## src/rtl/assert_macros.svh

```systemverilog
// Assertion macros used by the top-level RTL file of the dual stack block.
`ifndef ASSERT_MACROS_SVH
`define ASSERT_MACROS_SVH

`ifndef SYNTH
`define SADSTK_ASSERT(label, expr) \
    label: assert property (@(posedge i_clk) disable iff (!i_rst_n) (expr)) \
        else $error("sadstk assertion failed");
`define SADSTK_ASSERT_NEXT(label, ante, cons) \
    label: assert property (@(posedge i_clk) disable iff (!i_rst_n) (ante) |=> (cons)) \
        else $error("sadstk assertion failed");
`else
`define SADSTK_ASSERT(label, expr)
`define SADSTK_ASSERT_NEXT(label, ante, cons)
`endif

`endif

```

## src/rtl/sadstk_pkg.sv

```systemverilog
// Types and codes shared by the dual stack modules.
`default_nettype none

package sadstk_pkg;

    localparam logic [2:0] OP_QUERY      = 3'd0;
    localparam logic [2:0] OP_PUSH_LEFT  = 3'd1;
    localparam logic [2:0] OP_PUSH_RIGHT = 3'd2;
    localparam logic [2:0] OP_POP_LEFT   = 3'd3;
    localparam logic [2:0] OP_POP_RIGHT  = 3'd4;
    localparam logic [2:0] OP_CLEAR      = 3'd5;

    localparam logic [1:0] ST_DONE  = 2'd0;
    localparam logic [1:0] ST_FULL  = 2'd1;
    localparam logic [1:0] ST_EMPTY = 2'd2;

    typedef struct packed {
        logic [2:0]  op;
        logic [31:0] push_value;
    } t_item;

    typedef struct packed {
        logic [1:0]  status;
        logic [31:0] left_top;
        logic        left_valid;
        logic [31:0] right_top;
        logic        right_valid;
        logic [4:0]  length;
    } t_result;

    typedef struct packed {
        logic [1:0] status;
        logic       left_valid;
        logic       right_valid;
        logic [4:0] length;
        logic       wr_en;
    } t_cmd_flags;

endpackage

`default_nettype wire

```

## src/rtl/sadstk_front.sv

```systemverilog
// Front end: tracks both stack heights and turns each item into a store command.
`default_nettype none

module sadstk_front #(
    parameter int CAPACITY = 16,
    parameter int AW = 4,
    parameter int HW = 5,
    parameter int DW = 32
) (
    input  wire                   i_clk,
    input  wire                   i_rst_n,
    input  wire                   i_accept,
    input  sadstk_pkg::t_item     i_item,
    output sadstk_pkg::t_cmd_flags o_flags,
    output logic [AW-1:0]         o_wr_addr,
    output logic [AW-1:0]         o_left_addr,
    output logic [AW-1:0]         o_right_addr,
    output logic [DW-1:0]         o_wr_data
);
    import sadstk_pkg::*;

    localparam int SW = (HW > 5) ? HW : 5;

    logic [HW-1:0] r_lh;
    logic [HW-1:0] r_rh;
    logic [HW-1:0] n_lh;
    logic [HW-1:0] n_rh;
    logic [HW-1:0] w_total;
    logic          w_full;
    logic [HW-1:0] w_rslot;
    logic [HW-1:0] w_lidx;
    logic [HW-1:0] w_ridx;
    logic [SW-1:0] w_len;
    logic [1:0]    w_status;
    logic          w_we;
    logic [AW-1:0] w_waddr;

    assign w_total = r_lh + r_rh;
    assign w_full  = (w_total >= HW'(CAPACITY));
    assign w_rslot = HW'(CAPACITY) - r_rh - HW'(1);

    always_comb begin
        n_lh     = r_lh;
        n_rh     = r_rh;
        w_status = ST_DONE;
        w_we     = 1'b0;
        w_waddr  = r_lh[AW-1:0];
        unique case (i_item.op)
            OP_PUSH_LEFT: begin
                if (w_full) begin
                    w_status = ST_FULL;
                end else begin
                    w_we    = 1'b1;
                    w_waddr = r_lh[AW-1:0];
                    n_lh    = r_lh + HW'(1);
                end
            end
            OP_PUSH_RIGHT: begin
                if (w_full) begin
                    w_status = ST_FULL;
                end else begin
                    w_we    = 1'b1;
                    w_waddr = w_rslot[AW-1:0];
                    n_rh    = r_rh + HW'(1);
                end
            end
            OP_POP_LEFT: begin
                if (r_lh == '0) begin
                    w_status = ST_EMPTY;
                end else begin
                    n_lh = r_lh - HW'(1);
                end
            end
            OP_POP_RIGHT: begin
                if (r_rh == '0) begin
                    w_status = ST_EMPTY;
                end else begin
                    n_rh = r_rh - HW'(1);
                end
            end
            OP_CLEAR: begin
                n_lh = '0;
                n_rh = '0;
            end
            default: begin
            end
        endcase
    end

    assign w_lidx = n_lh - HW'(1);
    assign w_ridx = HW'(CAPACITY) - n_rh;
    assign w_len  = SW'(n_lh) + SW'(n_rh);

    assign o_flags.status      = w_status;
    assign o_flags.left_valid  = (n_lh != '0);
    assign o_flags.right_valid = (n_rh != '0);
    assign o_flags.length      = w_len[4:0];
    assign o_flags.wr_en       = w_we;
    assign o_wr_addr           = w_waddr;
    assign o_left_addr         = w_lidx[AW-1:0];
    assign o_right_addr        = w_ridx[AW-1:0];
    assign o_wr_data           = i_item.push_value[DW-1:0];

    always_ff @(posedge i_clk) begin
        if (!i_rst_n) begin
            r_lh <= '0;
            r_rh <= '0;
        end else if (i_accept) begin
            r_lh <= n_lh;
            r_rh <= n_rh;
        end
    end

endmodule

`default_nettype wire

```

## src/rtl/sadstk_queue.sv

```systemverilog
// Two-entry command queue between the front end and the store.
`default_nettype none

module sadstk_queue #(
    parameter int W = 8
) (
    input  wire          i_clk,
    input  wire          i_rst_n,
    input  wire          i_wr,
    input  wire [W-1:0]  i_data,
    input  wire          i_rd,
    output logic [W-1:0] o_data,
    output logic         o_full,
    output logic         o_empty
);
    logic [W-1:0] r_slot [2];
    logic         r_wp;
    logic         r_rp;
    logic [1:0]   r_count;

    assign o_data  = r_slot[r_rp];
    assign o_full  = (r_count == 2'd2);
    assign o_empty = (r_count == 2'd0);

    always_ff @(posedge i_clk) begin
        if (i_wr) begin
            r_slot[r_wp] <= i_data;
        end
    end

    always_ff @(posedge i_clk) begin
        if (!i_rst_n) begin
            r_wp    <= 1'b0;
            r_rp    <= 1'b0;
            r_count <= 2'd0;
        end else begin
            if (i_wr) begin
                r_wp <= ~r_wp;
            end
            if (i_rd) begin
                r_rp <= ~r_rp;
            end
            r_count <= r_count + {1'b0, i_wr} - {1'b0, i_rd};
        end
    end

endmodule

`default_nettype wire

```

## src/rtl/sadstk_back.sv

```systemverilog
// Back end: word store with one write and two registered reads, plus the result register.
`default_nettype none

module sadstk_back #(
    parameter int CAPACITY = 16,
    parameter int AW = 4,
    parameter int DW = 32
) (
    input  wire                    i_clk,
    input  wire                    i_rst_n,
    input  wire                    i_cmd_empty,
    input  sadstk_pkg::t_cmd_flags i_flags,
    input  wire [AW-1:0]           i_wr_addr,
    input  wire [AW-1:0]           i_left_addr,
    input  wire [AW-1:0]           i_right_addr,
    input  wire [DW-1:0]           i_wr_data,
    output logic                   o_cmd_pop,
    input  wire                    i_pop,
    output logic                   o_empty,
    output sadstk_pkg::t_result    o_result
);
    import sadstk_pkg::*;

    logic [DW-1:0] r_mem [CAPACITY];
    logic [DW-1:0] r_ltop;
    logic [DW-1:0] r_rtop;
    t_cmd_flags    r_flags;
    logic          r_valid;
    logic          w_fire;

    assign w_fire    = !i_cmd_empty && (!r_valid || i_pop);
    assign o_cmd_pop = w_fire;
    assign o_empty   = !r_valid;

    always_ff @(posedge i_clk) begin
        if (w_fire) begin
            if (i_flags.wr_en) begin
                r_mem[i_wr_addr] <= i_wr_data;
            end
            if (i_flags.wr_en && (i_wr_addr == i_left_addr)) begin
                r_ltop <= i_wr_data;
            end else begin
                r_ltop <= r_mem[i_left_addr];
            end
            if (i_flags.wr_en && (i_wr_addr == i_right_addr)) begin
                r_rtop <= i_wr_data;
            end else begin
                r_rtop <= r_mem[i_right_addr];
            end
            r_flags <= i_flags;
        end
    end

    always_ff @(posedge i_clk) begin
        if (!i_rst_n) begin
            r_valid <= 1'b0;
        end else if (w_fire) begin
            r_valid <= 1'b1;
        end else if (i_pop) begin
            r_valid <= 1'b0;
        end
    end

    assign o_result.status      = r_flags.status;
    assign o_result.left_top    = r_flags.left_valid ? 32'(r_ltop) : 32'd0;
    assign o_result.left_valid  = r_flags.left_valid;
    assign o_result.right_top   = r_flags.right_valid ? 32'(r_rtop) : 32'd0;
    assign o_result.right_valid = r_flags.right_valid;
    assign o_result.length      = r_flags.length;

endmodule

`default_nettype wire

```

## src/rtl/shared_array_dual_stack.sv

```systemverilog
// Top level of the dual stack block: two stacks sharing one word store.
//
// Two stacks share one store of CAPACITY words, the left one growing up from
// entry 0 and the right one growing down from the top entry. Every item
// carries one operation and yields exactly one result that describes both
// stacks after it. The block takes one item per clock cycle when neither side
// stalls. The command of an accepted item is written into the queue, and it
// leaves the queue when the store is read into the result register, once the
// result register is empty or its result is taken. While a result waits to be
// taken, up to two more commands wait in the queue, and then full rises. A
// push into a full store is refused and a pop from an empty side is ignored,
// each with its own status.
// Only the low WORD_WIDTH bits of a pushed word are kept, up to 32 bits.
`default_nettype none
`include "assert_macros.svh"

module shared_array_dual_stack #(
    parameter int CAPACITY   = 16,
    parameter int WORD_WIDTH = 32
) (
    input  wire                  i_clk,
    input  wire                  i_rst_n,
    input  wire                  push,
    output logic                 full,
    input  sadstk_pkg::t_item    i_item,
    output logic                 empty,
    input  wire                  pop,
    output sadstk_pkg::t_result  o_result
);
    import sadstk_pkg::*;

    localparam int AW = $clog2(CAPACITY);
    localparam int HW = $clog2(CAPACITY + 1);
    localparam int DW = (WORD_WIDTH > 32) ? 32 : WORD_WIDTH;
    localparam int FW = $bits(t_cmd_flags);
    localparam int QW = FW + 3 * AW + DW;

    logic          w_accept;
    t_cmd_flags    w_flags;
    logic [AW-1:0] w_wr_addr;
    logic [AW-1:0] w_left_addr;
    logic [AW-1:0] w_right_addr;
    logic [DW-1:0] w_wr_data;
    logic [QW-1:0] w_q_in;
    logic [QW-1:0] w_q_out;
    logic          w_q_full;
    logic          w_q_empty;
    logic          w_q_pop;
    t_cmd_flags    w_b_flags;
    logic [AW-1:0] w_b_wr_addr;
    logic [AW-1:0] w_b_left_addr;
    logic [AW-1:0] w_b_right_addr;
    logic [DW-1:0] w_b_wr_data;

    assign full     = w_q_full;
    assign w_accept = push && !w_q_full;

    sadstk_front #(
        .CAPACITY (CAPACITY),
        .AW       (AW),
        .HW       (HW),
        .DW       (DW)
    ) u_front (
        .i_clk        (i_clk),
        .i_rst_n      (i_rst_n),
        .i_accept     (w_accept),
        .i_item       (i_item),
        .o_flags      (w_flags),
        .o_wr_addr    (w_wr_addr),
        .o_left_addr  (w_left_addr),
        .o_right_addr (w_right_addr),
        .o_wr_data    (w_wr_data)
    );

    assign w_q_in = {w_flags, w_wr_addr, w_left_addr, w_right_addr, w_wr_data};

    sadstk_queue #(
        .W (QW)
    ) u_queue (
        .i_clk   (i_clk),
        .i_rst_n (i_rst_n),
        .i_wr    (w_accept),
        .i_data  (w_q_in),
        .i_rd    (w_q_pop),
        .o_data  (w_q_out),
        .o_full  (w_q_full),
        .o_empty (w_q_empty)
    );

    assign {w_b_flags, w_b_wr_addr, w_b_left_addr, w_b_right_addr, w_b_wr_data} = w_q_out;

    sadstk_back #(
        .CAPACITY (CAPACITY),
        .AW       (AW),
        .DW       (DW)
    ) u_back (
        .i_clk        (i_clk),
        .i_rst_n      (i_rst_n),
        .i_cmd_empty  (w_q_empty),
        .i_flags      (w_b_flags),
        .i_wr_addr    (w_b_wr_addr),
        .i_left_addr  (w_b_left_addr),
        .i_right_addr (w_b_right_addr),
        .i_wr_data    (w_b_wr_data),
        .o_cmd_pop    (w_q_pop),
        .i_pop        (pop),
        .o_empty      (empty),
        .o_result     (o_result)
    );

    `SADSTK_ASSERT(a_write_only_when_done, !w_flags.wr_en || (w_flags.status == ST_DONE))
    `SADSTK_ASSERT_NEXT(a_no_result_from_nothing, w_q_empty && empty && !w_accept, empty)
    `SADSTK_ASSERT(a_empty_left_reads_zero, empty || o_result.left_valid || (o_result.left_top == 32'd0))
    `SADSTK_ASSERT(a_empty_right_reads_zero, empty || o_result.right_valid || (o_result.right_top == 32'd0))

endmodule

`default_nettype wire

```

## config.mk

```make
export PLATFORM = sky130hd
export DESIGN_NAME = shared_array_dual_stack
export DESIGN_NICKNAME = d
export VERILOG_FILES = /design/src/rtl/sadstk_pkg.sv /design/src/rtl/sadstk_front.sv /design/src/rtl/sadstk_queue.sv /design/src/rtl/sadstk_back.sv /design/src/rtl/shared_array_dual_stack.sv
export VERILOG_INCLUDE_DIRS = /design/src /design/src/rtl
export SDC_FILE = /design/constraint.sdc
export NUM_CORES = 1
export LEC_CHECK = 0
export BUFFER_PORTS_ARGS = -buffer_cell sky130_fd_sc_hd__buf_2
export CAP_MARGIN = 20
export CORE_ASPECT_RATIO = 1.5
export CORE_MARGIN = 2
export CORE_UTILIZATION = 60
export DETAILED_ROUTE_END_ITERATION = 10
export PLACE_DENSITY = 0.78
export SLEW_MARGIN = 10
export SYNTH_ARGS = -nofsm -noshare
export SYNTH_HDL_FRONTEND = slang
export SYNTH_SLANG_ARGS = --single-unit
```

## constraint.sdc

```tcl
create_clock -name i_clk -period 9.13 [get_ports i_clk]
set_clock_uncertainty 0.15 [all_clocks]
set_input_delay 0 -clock i_clk [delete_from_list [all_inputs] [get_ports i_clk]]
set_output_delay 0 -clock i_clk [all_outputs]
set_load 0.01 [all_outputs]
```

Word-level counts from Yosys, hierarchy flattened
Memory sizes are Yosys's and may differ from the RTL's. A register that Yosys moved wholly into a read port is not among the register bits.
Cells that the tools add are included.
{"block": "totals", "reg_bits": 24, "latchBits": 0, "mem_bits_rw": 620, "mem_bits_ro": 0, "output_inout_bits": 75, "mem_count": 2}
{"memory": "u_back.r_mem", "words": 16, "width": 32, "read_ports": 2, "rd_clocked_by_memory_dff": 2, "write_ports": 1, "line_no": "sadstk_back.sv:24", "rtl": "logic [DW-1:0] r_mem [CAPACITY];"}
{"memory": "u_queue.r_slot", "words": 2, "width": 54, "read_ports": 1, "rd_clocked_by_memory_dff": 1, "write_ports": 1, "line_no": "sadstk_queue.sv:16", "rtl": "logic [W-1:0] r_slot [2];"}
{"block": "op_classes", "add_sub_neg": 12, "n_mul": 0, "div": 0, "order_cmp": 1, "eq_ne": 6, "shifts": 0, "muxes": 25, "bitwise_logic": 2, "n_reduce_logical": 13}
{"cell": "$mux 32", "n": 2}
{"cell": "$pmux 5 s3", "n": 2}
{"cell": "$mux 5", "n": 4}
{"cell": "$mux 1", "n": 12}
{"cell": "$add 5x1->5 const B", "n": 2}
{"cell": "$add 5x5->5", "n": 2}
{"cell": "$logic_not 5->1", "n": 2}
{"cell": "$reduce_bool 5->1", "n": 2}
{"cell": "$sub 5x1->5 const B", "n": 2}
{"cell": "$mux 4", "n": 2}
{"cell": "$sub 1x4->4 const A", "n": 2}
{"cell": "$sub 4x1->4 const B", "n": 2}
{"cell": "$eq 3x2->1 const B", "n": 2}
{"cell": "$eq 3x3->1 const B", "n": 2}
{"cell": "$pmux 2 s3", "n": 1}
{"cell": "$ge 5x5->1 const B", "n": 1}
{"cell": "$mux 2", "n": 2}
{"cell": "$eq 3x1->1 const B", "n": 1}
{"cell": "$logic_not 1->1", "n": 3}
{"cell": "$add 2x1->2", "n": 1}
{"cell": "$eq 2x2->1 const B", "n": 1}
{"cell": "$logic_and 1x1->1", "n": 2}
{"cell": "$logic_not 2->1", "n": 1}
{"cell": "$not 1->1", "n": 2}
{"cell": "other kinds (4)", "n": 4}

Logic depth before layout (Yosys ltp)
Gate-level depths: netlist of run 1.
{"block": "depth", "word_depth": 5, "mapped_depth": 14, "mapped_depth_nobuf": 14}

By module
Synthesis of run 1 repeated with hierarchy kept, for this count alone.
{"block": "hier_totals", "cells_unflattened": 1734, "hier_area_um2": 32521.2}
{"mod": "sadstk_back", "n_inst": 1, "cells_per_inst": 1305, "area_per_inst_um2": 26371.5, "seq_area_each_um2": 17586.9}
{"mod": "sadstk_queue", "n_inst": 1, "cells_per_inst": 189, "area_per_inst_um2": 4375.4, "seq_area_each_um2": 3343.2}
{"mod": "sadstk_front", "n_inst": 1, "cells_per_inst": 239, "area_per_inst_um2": 1760.4, "seq_area_each_um2": 200.2}
{"mod": "shared_array_dual_stack", "n_inst": 1, "cells_per_inst": 1, "area_per_inst_um2": 13.8, "seq_area_each_um2": 0.0}

Worst setup path before layout of run 1
OpenSTA, ideal clock, no wires.
{"block": "synth_path", "path_kind": "register to register", "start": "register u_back.r_valid", "end": "register u_queue.r_count[1]", "setup_time_ns": 0.128, "arrival_time_ns": 4.810, "setup_slack_ns": 4.042, "path_stages_with_launch": 10, "synth_period_minus_slack_ns": 5.088, "cell_sequence": "dfxtp_1 > inv_1 > nor2_1 > nor2_1 > ha_1 > inv_1 > ha_1 > xor2_1 > xnor2_1 > nor2_1"}
{"block": "synth_via", "elab_chain_cells": 4}
{"element": "start, declared", "line_no": "sadstk_back.sv:28", "rtl": "logic r_valid;"}
{"element": "start signal, assigned", "line_no": "sadstk_back.sv:56", "rtl": "r_valid <= 1'b0;"}
{"element": "start signal, assigned", "line_no": "sadstk_back.sv:58", "rtl": "r_valid <= 1'b1;"}
{"element": "start signal, assigned", "line_no": "sadstk_back.sv:60", "rtl": "r_valid <= 1'b0;"}
{"element": "$logic_not 1->1"}
{"element": "via empty", "line_no": "shared_array_dual_stack.sv:26", "rtl": "output logic empty,"}
{"element": "$logic_or 1x1->1", "line_no": "sadstk_back.sv:31", "rtl": "assign w_fire = !i_cmd_empty && (!r_valid || i_pop);"}
{"element": "$logic_and 1x1->1", "line_no": "sadstk_back.sv:31"}
{"element": "via u_back.o_cmd_pop", "line_no": "sadstk_back.sv:17", "rtl": "output logic o_cmd_pop,"}
{"element": "$sub 2x1->2", "line_no": "sadstk_queue.sv:43", "rtl": "r_count <= r_count + {1'b0, i_wr} - {1'b0, i_rd};"}
{"element": "end signal, assigned", "line_no": "sadstk_queue.sv:43"}
{"element": "end, declared", "line_no": "sadstk_queue.sv:19", "rtl": "logic [1:0] r_count;"}
The timed path passes the listed nets, and every way through them passes these cells.
A chain may end at the register's enable or synchronous reset.

==> impl_metrics.toml, run 1 <==
[synth]
ys_ff_latch = 709
postSynthAreaPerCell_um2 = 16.2
synthArstFlopShare_pct = 0
yosysSeqAreaShare_pct = 65.1
yosysWarnings = 0
netlist_area_mm2 = 0.0325
synth_flop_cell = "edfxtp_1"
yosys.cell_types.count = 63
synth.net_count = 2064
synthCells = 2007
synth_edf_count = 693

[clock_network]
cts.path.max_buffers = 3
htree_num_levels = 2
cts_root_buf = "clkbuf_16"
clk_latency_ps = 620
cts.sinks = 709
tritoncts = "built"
clk_pin_slew_ps = 60
numCtsBuffers = 61

[timing]
fin_crit_ps = 5080
holdWs_ps = 10.1
fmax_mhz = 197
maxSlewViolCount = 0
hold_viol = 0
setup_viol = 0
post-route-period-util_pct = 55.6
tightest_slew_ps = 1170
max-slew-margin-rel_pct = 22.1
setup_slack_ps = 4050
grt_setup_unrepaired = "no"
tns_ps = 0

[finish]
layout.area.seq_mm2 = 0.0211
final_common_cell = "edfxtp_1"
drive_above_1_share_pct = 24.9
final_cell_mix = "edfxtp_1 (693), nand2_1 (276), mux4_2 (256)"
postLayoutCoreUtil_pct = 68.2
multi_input_area_mm2 = 0.0107
syn2layout_area_growth_pct = 12.6
n_antenna_cell = 0
final.fill_count = 3452
layout.nets = 2221

[global_routing]
grt_use_total_pct = 29.7
grt-ovfl-total = 0
grt_pass1_wl_um = 123000
grt_pass1_vias = 20600
grt_antenna_before_repair = 0
grt_max_degree = 130

[floorplanning]
pin_count = 114
start_util_pct = 60.6
die_h_um = 289
core_area_mm2 = 0.0536
rows = 104
die_w_um = 194
fp.dieArea_mm2 = 0.0560

[place]
numPortBuffers = 113
gp_congestion = 0.832
place_ws_ps = 4210
dp_hpwl_um = 44500

[pwr]
power_density_mw_per_mm2 = 317
power.total_w = 0.0116
vdd_drop_max_mv = 0.267
leakagePower_nw = 12.4

[flow_run]
maxCapViolations = 0

[detailed_routing]
drc_errors = 0
dr.pass1.iters = 6
vias_per_cell = 6.85
postRouteAntennaNets = 0
drt-wirelength-per-cell_um = 28.9
routed_wl_um = 83800
drtIter0Drc = 2654
dr_total_vias = 19900

[hold_path]
hold_path_class = "in2reg"

[status]
outcome = "complete, no violations"

[setup_path]
cp_slowest_cell = "mux2_4"
crit_chain = "buf_4, mux2_4, xnor2_1, nor3_1, nand3_2, buf_4, nand3_1, o21ai_1"
worstPathMaxFanout = 65
cp.arrival_ps = 5280
crit_type = "reg2reg"
worst_setup_path_end_kind = "flip-flop"
cp_common_cell = "buf_4"
max_stage_delay_ps = 970
crit_path_start_kind = "flip-flop"
worst_ep_required_time_ps = 9330
sequential cells by signal, summed over array words and instances (netlist names), 2 cells and up, named ones only:
| name | cells |
|---|---|
| u_back.r_mem | 512 |
| u_back.r_ltop | 32 |
| u_back.o_result | 9 |
| u_front.r_lh | 5 |
| u_queue.r_slot | 108 |
| u_back.r_rtop | 32 |
| u_front.r_rh | 5 |
| u_queue.r_count | 2 |
per-stage QoR:
step                      instance area, um^2  instances
after detailed placement                33800       2718
after CTS                               36600       2903
final                                   36600       2903
after global placement                  33800       2717
after global routing                    36600       2903
after floorplan                         32500       2007
metal layers:
layer	vias up	share of wire, %	global-route usage, %
li1	8191	-	-
met1	10000	35	38.4
met2	1403	51	51.2
met3	275	9.8	4.32
met4	0	4.3	12.9
met5	-	0	0
final timing paths:
kind	from	end	slack [ps]	cells past startpoint
setup / recovery	flip-flop	u_back.r_rtop[24]	4050	8
setup reg to reg	flip-flop	u_back.r_rtop[24]	4050	8
hold / removal	i_item[19]	u_queue.r_slot[1][19]	10	2
hold reg to reg	u_queue.r_rp	u_queue.r_rp	370	2
repair_timing:
action,in CTS,in global routing
gates resized for setup,0,0
setup buffers,0,0
setup endpoints to repair,0,0
endpoints found under the hold margin,98,0
hold buffers,72,0
cells in the mapped netlist (all sizes together) (7+ instances only):
cell type | n | area, um^2
a211oi | 7 | 52.6
a21oi | 11 | 55.1
and2 | 65 | 407
buf | 71 | 429
clkbuf | 58 | 218
dfxtp | 16 | 320
edfxtp | 693 | 20800
ha | 18 | 225
inv | 55 | 206
mux2 | 13 | 146
mux2i | 46 | 464
mux4 | 256 | 5770
nand2 | 276 | 1040
nand3 | 208 | 1050
nor2 | 50 | 190
nor3 | 14 | 85.1
o21ai | 75 | 379
xnor2 | 16 | 140
xor2 | 9 | 86.3
worst max-delay path: cells and delay by family, from the launching register on:
family	cells	cell delay [ps]
compound gates	1	80
mux	1	970
xor+xnor	1	170
simple gates	3	1160
flops	1	680
buf+inv	2	1330
kinds of logic (layout without fill, tap and decap cells):
| family | Yosys count | in the layout | synth area share [%] |
|---|---|---|---|
| DFF | 709 | 709 | 65.1 |
| muxes | 315 | 315 | 19.6 |
| buffers and inverters | 185 | 392 | 2.64 |
| adders and majority gates | 18 | 18 | 0.694 |
| AOI/OAI and AO/OA | 113 | 113 | 2.09 |
| xor gates and xnor gates | 25 | 25 | 0.697 |
| and+or+nand+nor | 642 | 642 | 9.16 |
report_power, final:
group          internal, W  switching (W)
sequential         0.00436       0.000202
clock              0.00148        0.00114
combinational      0.00174        0.00266
total              0.00758        0.00400
layout make-up:
cell class | count | share of cell area (%)
Inverter | 56 | 0.575
Multi-Input combinational cell | 1113 | 29.4
Tap cell | 689 | 2.36
Clock buffer | 75 | 4.43
Timing Repair Buffer | 223 | 4.43
Clock inverter | 38 | 1.03
Sequential cell | 709 | 57.8
No activity file was read; power rests on OpenSTA's default activity.
==> run 2, diff against run 1 <==
==> constraint.sdc (replaced) <==
create_clock -name i_clk -period 4.9 [get_ports i_clk]
set_clock_uncertainty 0.15 [all_clocks]
set_input_delay 0 -clock i_clk [delete_from_list [all_inputs] [get_ports i_clk]]
set_output_delay 0 -clock i_clk [all_outputs]
set_load 0.01 [all_outputs]
==> run 2 against run 1 <==
  * Clock power increased by 89%
  * Wire length decreased by 1.7%
  * Combinational power is 87% higher
  * Sequential power increased by 85%
  * Count of clock-buffer cells in the layout grew 11
  * Setup slack lost 3000 ps
  * Flip-flop and latch count did not move
  * Critical path depth grew 4
  * Critical path type unchanged
  * Highest routed layer unchanged
==> impl_metrics.toml, run 2 (same netlist as run 1, synthesis figures left out) <==
[status]
outcome = "complete, no violations"

[finish]
final_cell_mix = "edfxtp_1 (693), nand2_1 (276), mux4_2 (256)"
largestRegisters = "u_back.r_mem (512), u_queue.r_slot (108)"
largest_reg_flops = 512
drive_above_1_share_pct = 25.4
n_antenna_cell = 0
top_register = "u_back.r_mem"
layout.nets = 2227
postLayoutCoreUtil_pct = 68.6
syn2layout_area_growth_pct = 13.3
final_common_cell = "edfxtp_1"

[clock_network]
numCtsBuffers = 66
cts.sinks = 709
cts_root_buf = "clkbuf_16"
cts_resized = 0
cts_setup_buffers = 0
htree_num_levels = 3
tritoncts = "built"
clk_latency_ps = 600
clk_pin_slew_ps = 60
cts.path.max_buffers = 3

[setup_path]
crit_path_start_kind = "flip-flop"
timing.rr.end = "u_queue.r_slot[1][48]"
rrSetupSlack_ps = 1080
crit_type = "reg2reg"
worstPathMaxFanout = 12
rr_worst_depth = 12
worst_setup_path_end_kind = "flip-flop"
cp.arrival_ps = 4010
worst_ep_required_time_ps = 5080
timing.rr.start = "u_front.r_lh[2]"

[detailed_routing]
drtIter0Drc = 2601
routed_wl_um = 82400
drt-wirelength-per-cell_um = 28.3
drc_errors = 0
vias_per_cell = 6.74
dr_total_vias = 19600
postRouteAntennaNets = 0
dr.pass1.iters = 6

[floorplanning]
fp.dieArea_mm2 = 0.0560
core_area_mm2 = 0.0536
pin_count = 114
rows = 104
die_w_um = 194
start_util_pct = 60.6
die_h_um = 289

[timing]
fin_crit_ps = 3820
fmax_mhz = 261
max-slew-margin-rel_pct = 18.8
grt_setup_unrepaired = "no"
hold_viol = 0
tns_ps = 0
post-route-period-util_pct = 78.1
setup_viol = 0
setup_slack_ps = 1080
maxSlewViolCount = 0
tightest_slew_ps = 1220

[place]
numPortBuffers = 113
gp_congestion = 0.860
place_ws_ps = 1090
dp_hpwl_um = 43900

[global_routing]
grt_pass1_vias = 20500
grt_pass1_wl_um = 124000
grt_antenna_before_repair = 1
grt_use_total_pct = 29.8
grt_max_degree = 129
grt-ovfl-total = 0

[pwr]
leakagePower_nw = 12.5
vdd_drop_max_mv = 0.573
power_density_mw_per_mm2 = 588

[flow_run]
maxCapViolations = 0

[hold_path]
hold_depth = 2
hold_path_class = "in2reg"
holdPathEnd = "u_queue.r_slot[0][13]"
worstHoldStart = "i_item[13]"
==> run 2: changes by cell type in the layout (fill, tap and decap cells not counted), sizes merged <==
cell / previous run / this run
buf: 151 / 154
bufinv: 8 / 3
clkbuf: 75 / 86
clkinv: 29 / 23
clkinvlp: 1 / 5
dlygate4sd3: 72 / 70
inv: 56 / 57
==> run 2: where the power goes <==
part / switching [W] / internal (W) / total [W] / leakage [nW]
Sequential: 0.000334 / 0.00813 / 0.00846 / 6.45
Combinational: 0.00496 / 0.00328 / 0.00824 / 5.02
Clock: 0.00219 / 0.00275 / 0.00494 / 0.988
Total: 0.00748 / 0.0142 / 0.0216 / 12.5
==> run 2: per-stage QoR <==
stage / instance area (um^2) / hold WS (ps) / instances / total power, W
2_1_floorplan: 32500 / -51.1 / 2007 / 0.0141
4_1_cts: 36800 / 1.57 / 2909 / 0.0217
6_report: 36800 / 18.4 / 2909 / 0.0216
3_3_place_gp: 34000 / 36.8 / 2720 / 0.0165
3_5_place_dp: 34100 / 43.1 / 2721 / 0.0167
5_1_grt: 36800 / 34.0 / 2909 / 0.0226
==> run 2: cell type report <==
type / count / area, um^2
fill: 3450 / 16800
clock inverter: 32 / 244
sequential: 709 / 21100
timing repair buffer: 224 / 1810
tap: 689 / 862
inverter: 56 / 210
multi-input combinational: 1113 / 10700
clock buffer: 86 / 1790
==> run 2: how the worst max path moves through the flow <==
stage | startpoint | endpoint | slack [ps]
floorplan | u_back.r_valid | u_queue.r_count[1] | 1150
global placement | u_front.r_lh[2] | u_queue.r_slot[0][48] | 1130
detailed placement | u_front.r_lh[2] | u_queue.r_slot[0][48] | 1090
CTS | u_front.r_lh[2] | u_queue.r_slot[0][48] | 1090
global route | u_front.r_lh[2] | u_queue.r_slot[1][48] | 670
finish | u_front.r_lh[2] | u_queue.r_slot[1][48] | 1080
==> run 2: worst max-delay path: stages, from the launching register on <==
cell	delay, ps
dfxtp_1	560
ha_1	310
o21ai_1	230
a22oi_4	120
xnor2_1	560
nor3_1	130
o31ai_1	540
inv_1	100
ha_1	350
inv_1	100
nor3_1	60
a221oi_1	220
nand3b_1	130
==> run 2: what timing repair did <==
item | 4_1_cts | 5_1_grt
hold buffers | 70 | 0
setup endpoints to repair | 0 | 0
endpoints found under the hold margin | 94 | 0
==> run 2: per-layer routing <==
| layer | vias to the layer above | part of all wire (%) | GRT usage [%] |
|---|---|---|---|
| met5 | - | 0 | 0 |
| met4 | 0 | 4.1 | 13.1 |
| met3 | 265 | 9.5 | 4.73 |
| met2 | 1259 | 52 | 52.0 |
| met1 | 9880 | 35 | 37.5 |
| li1 | 8195 | - | - |
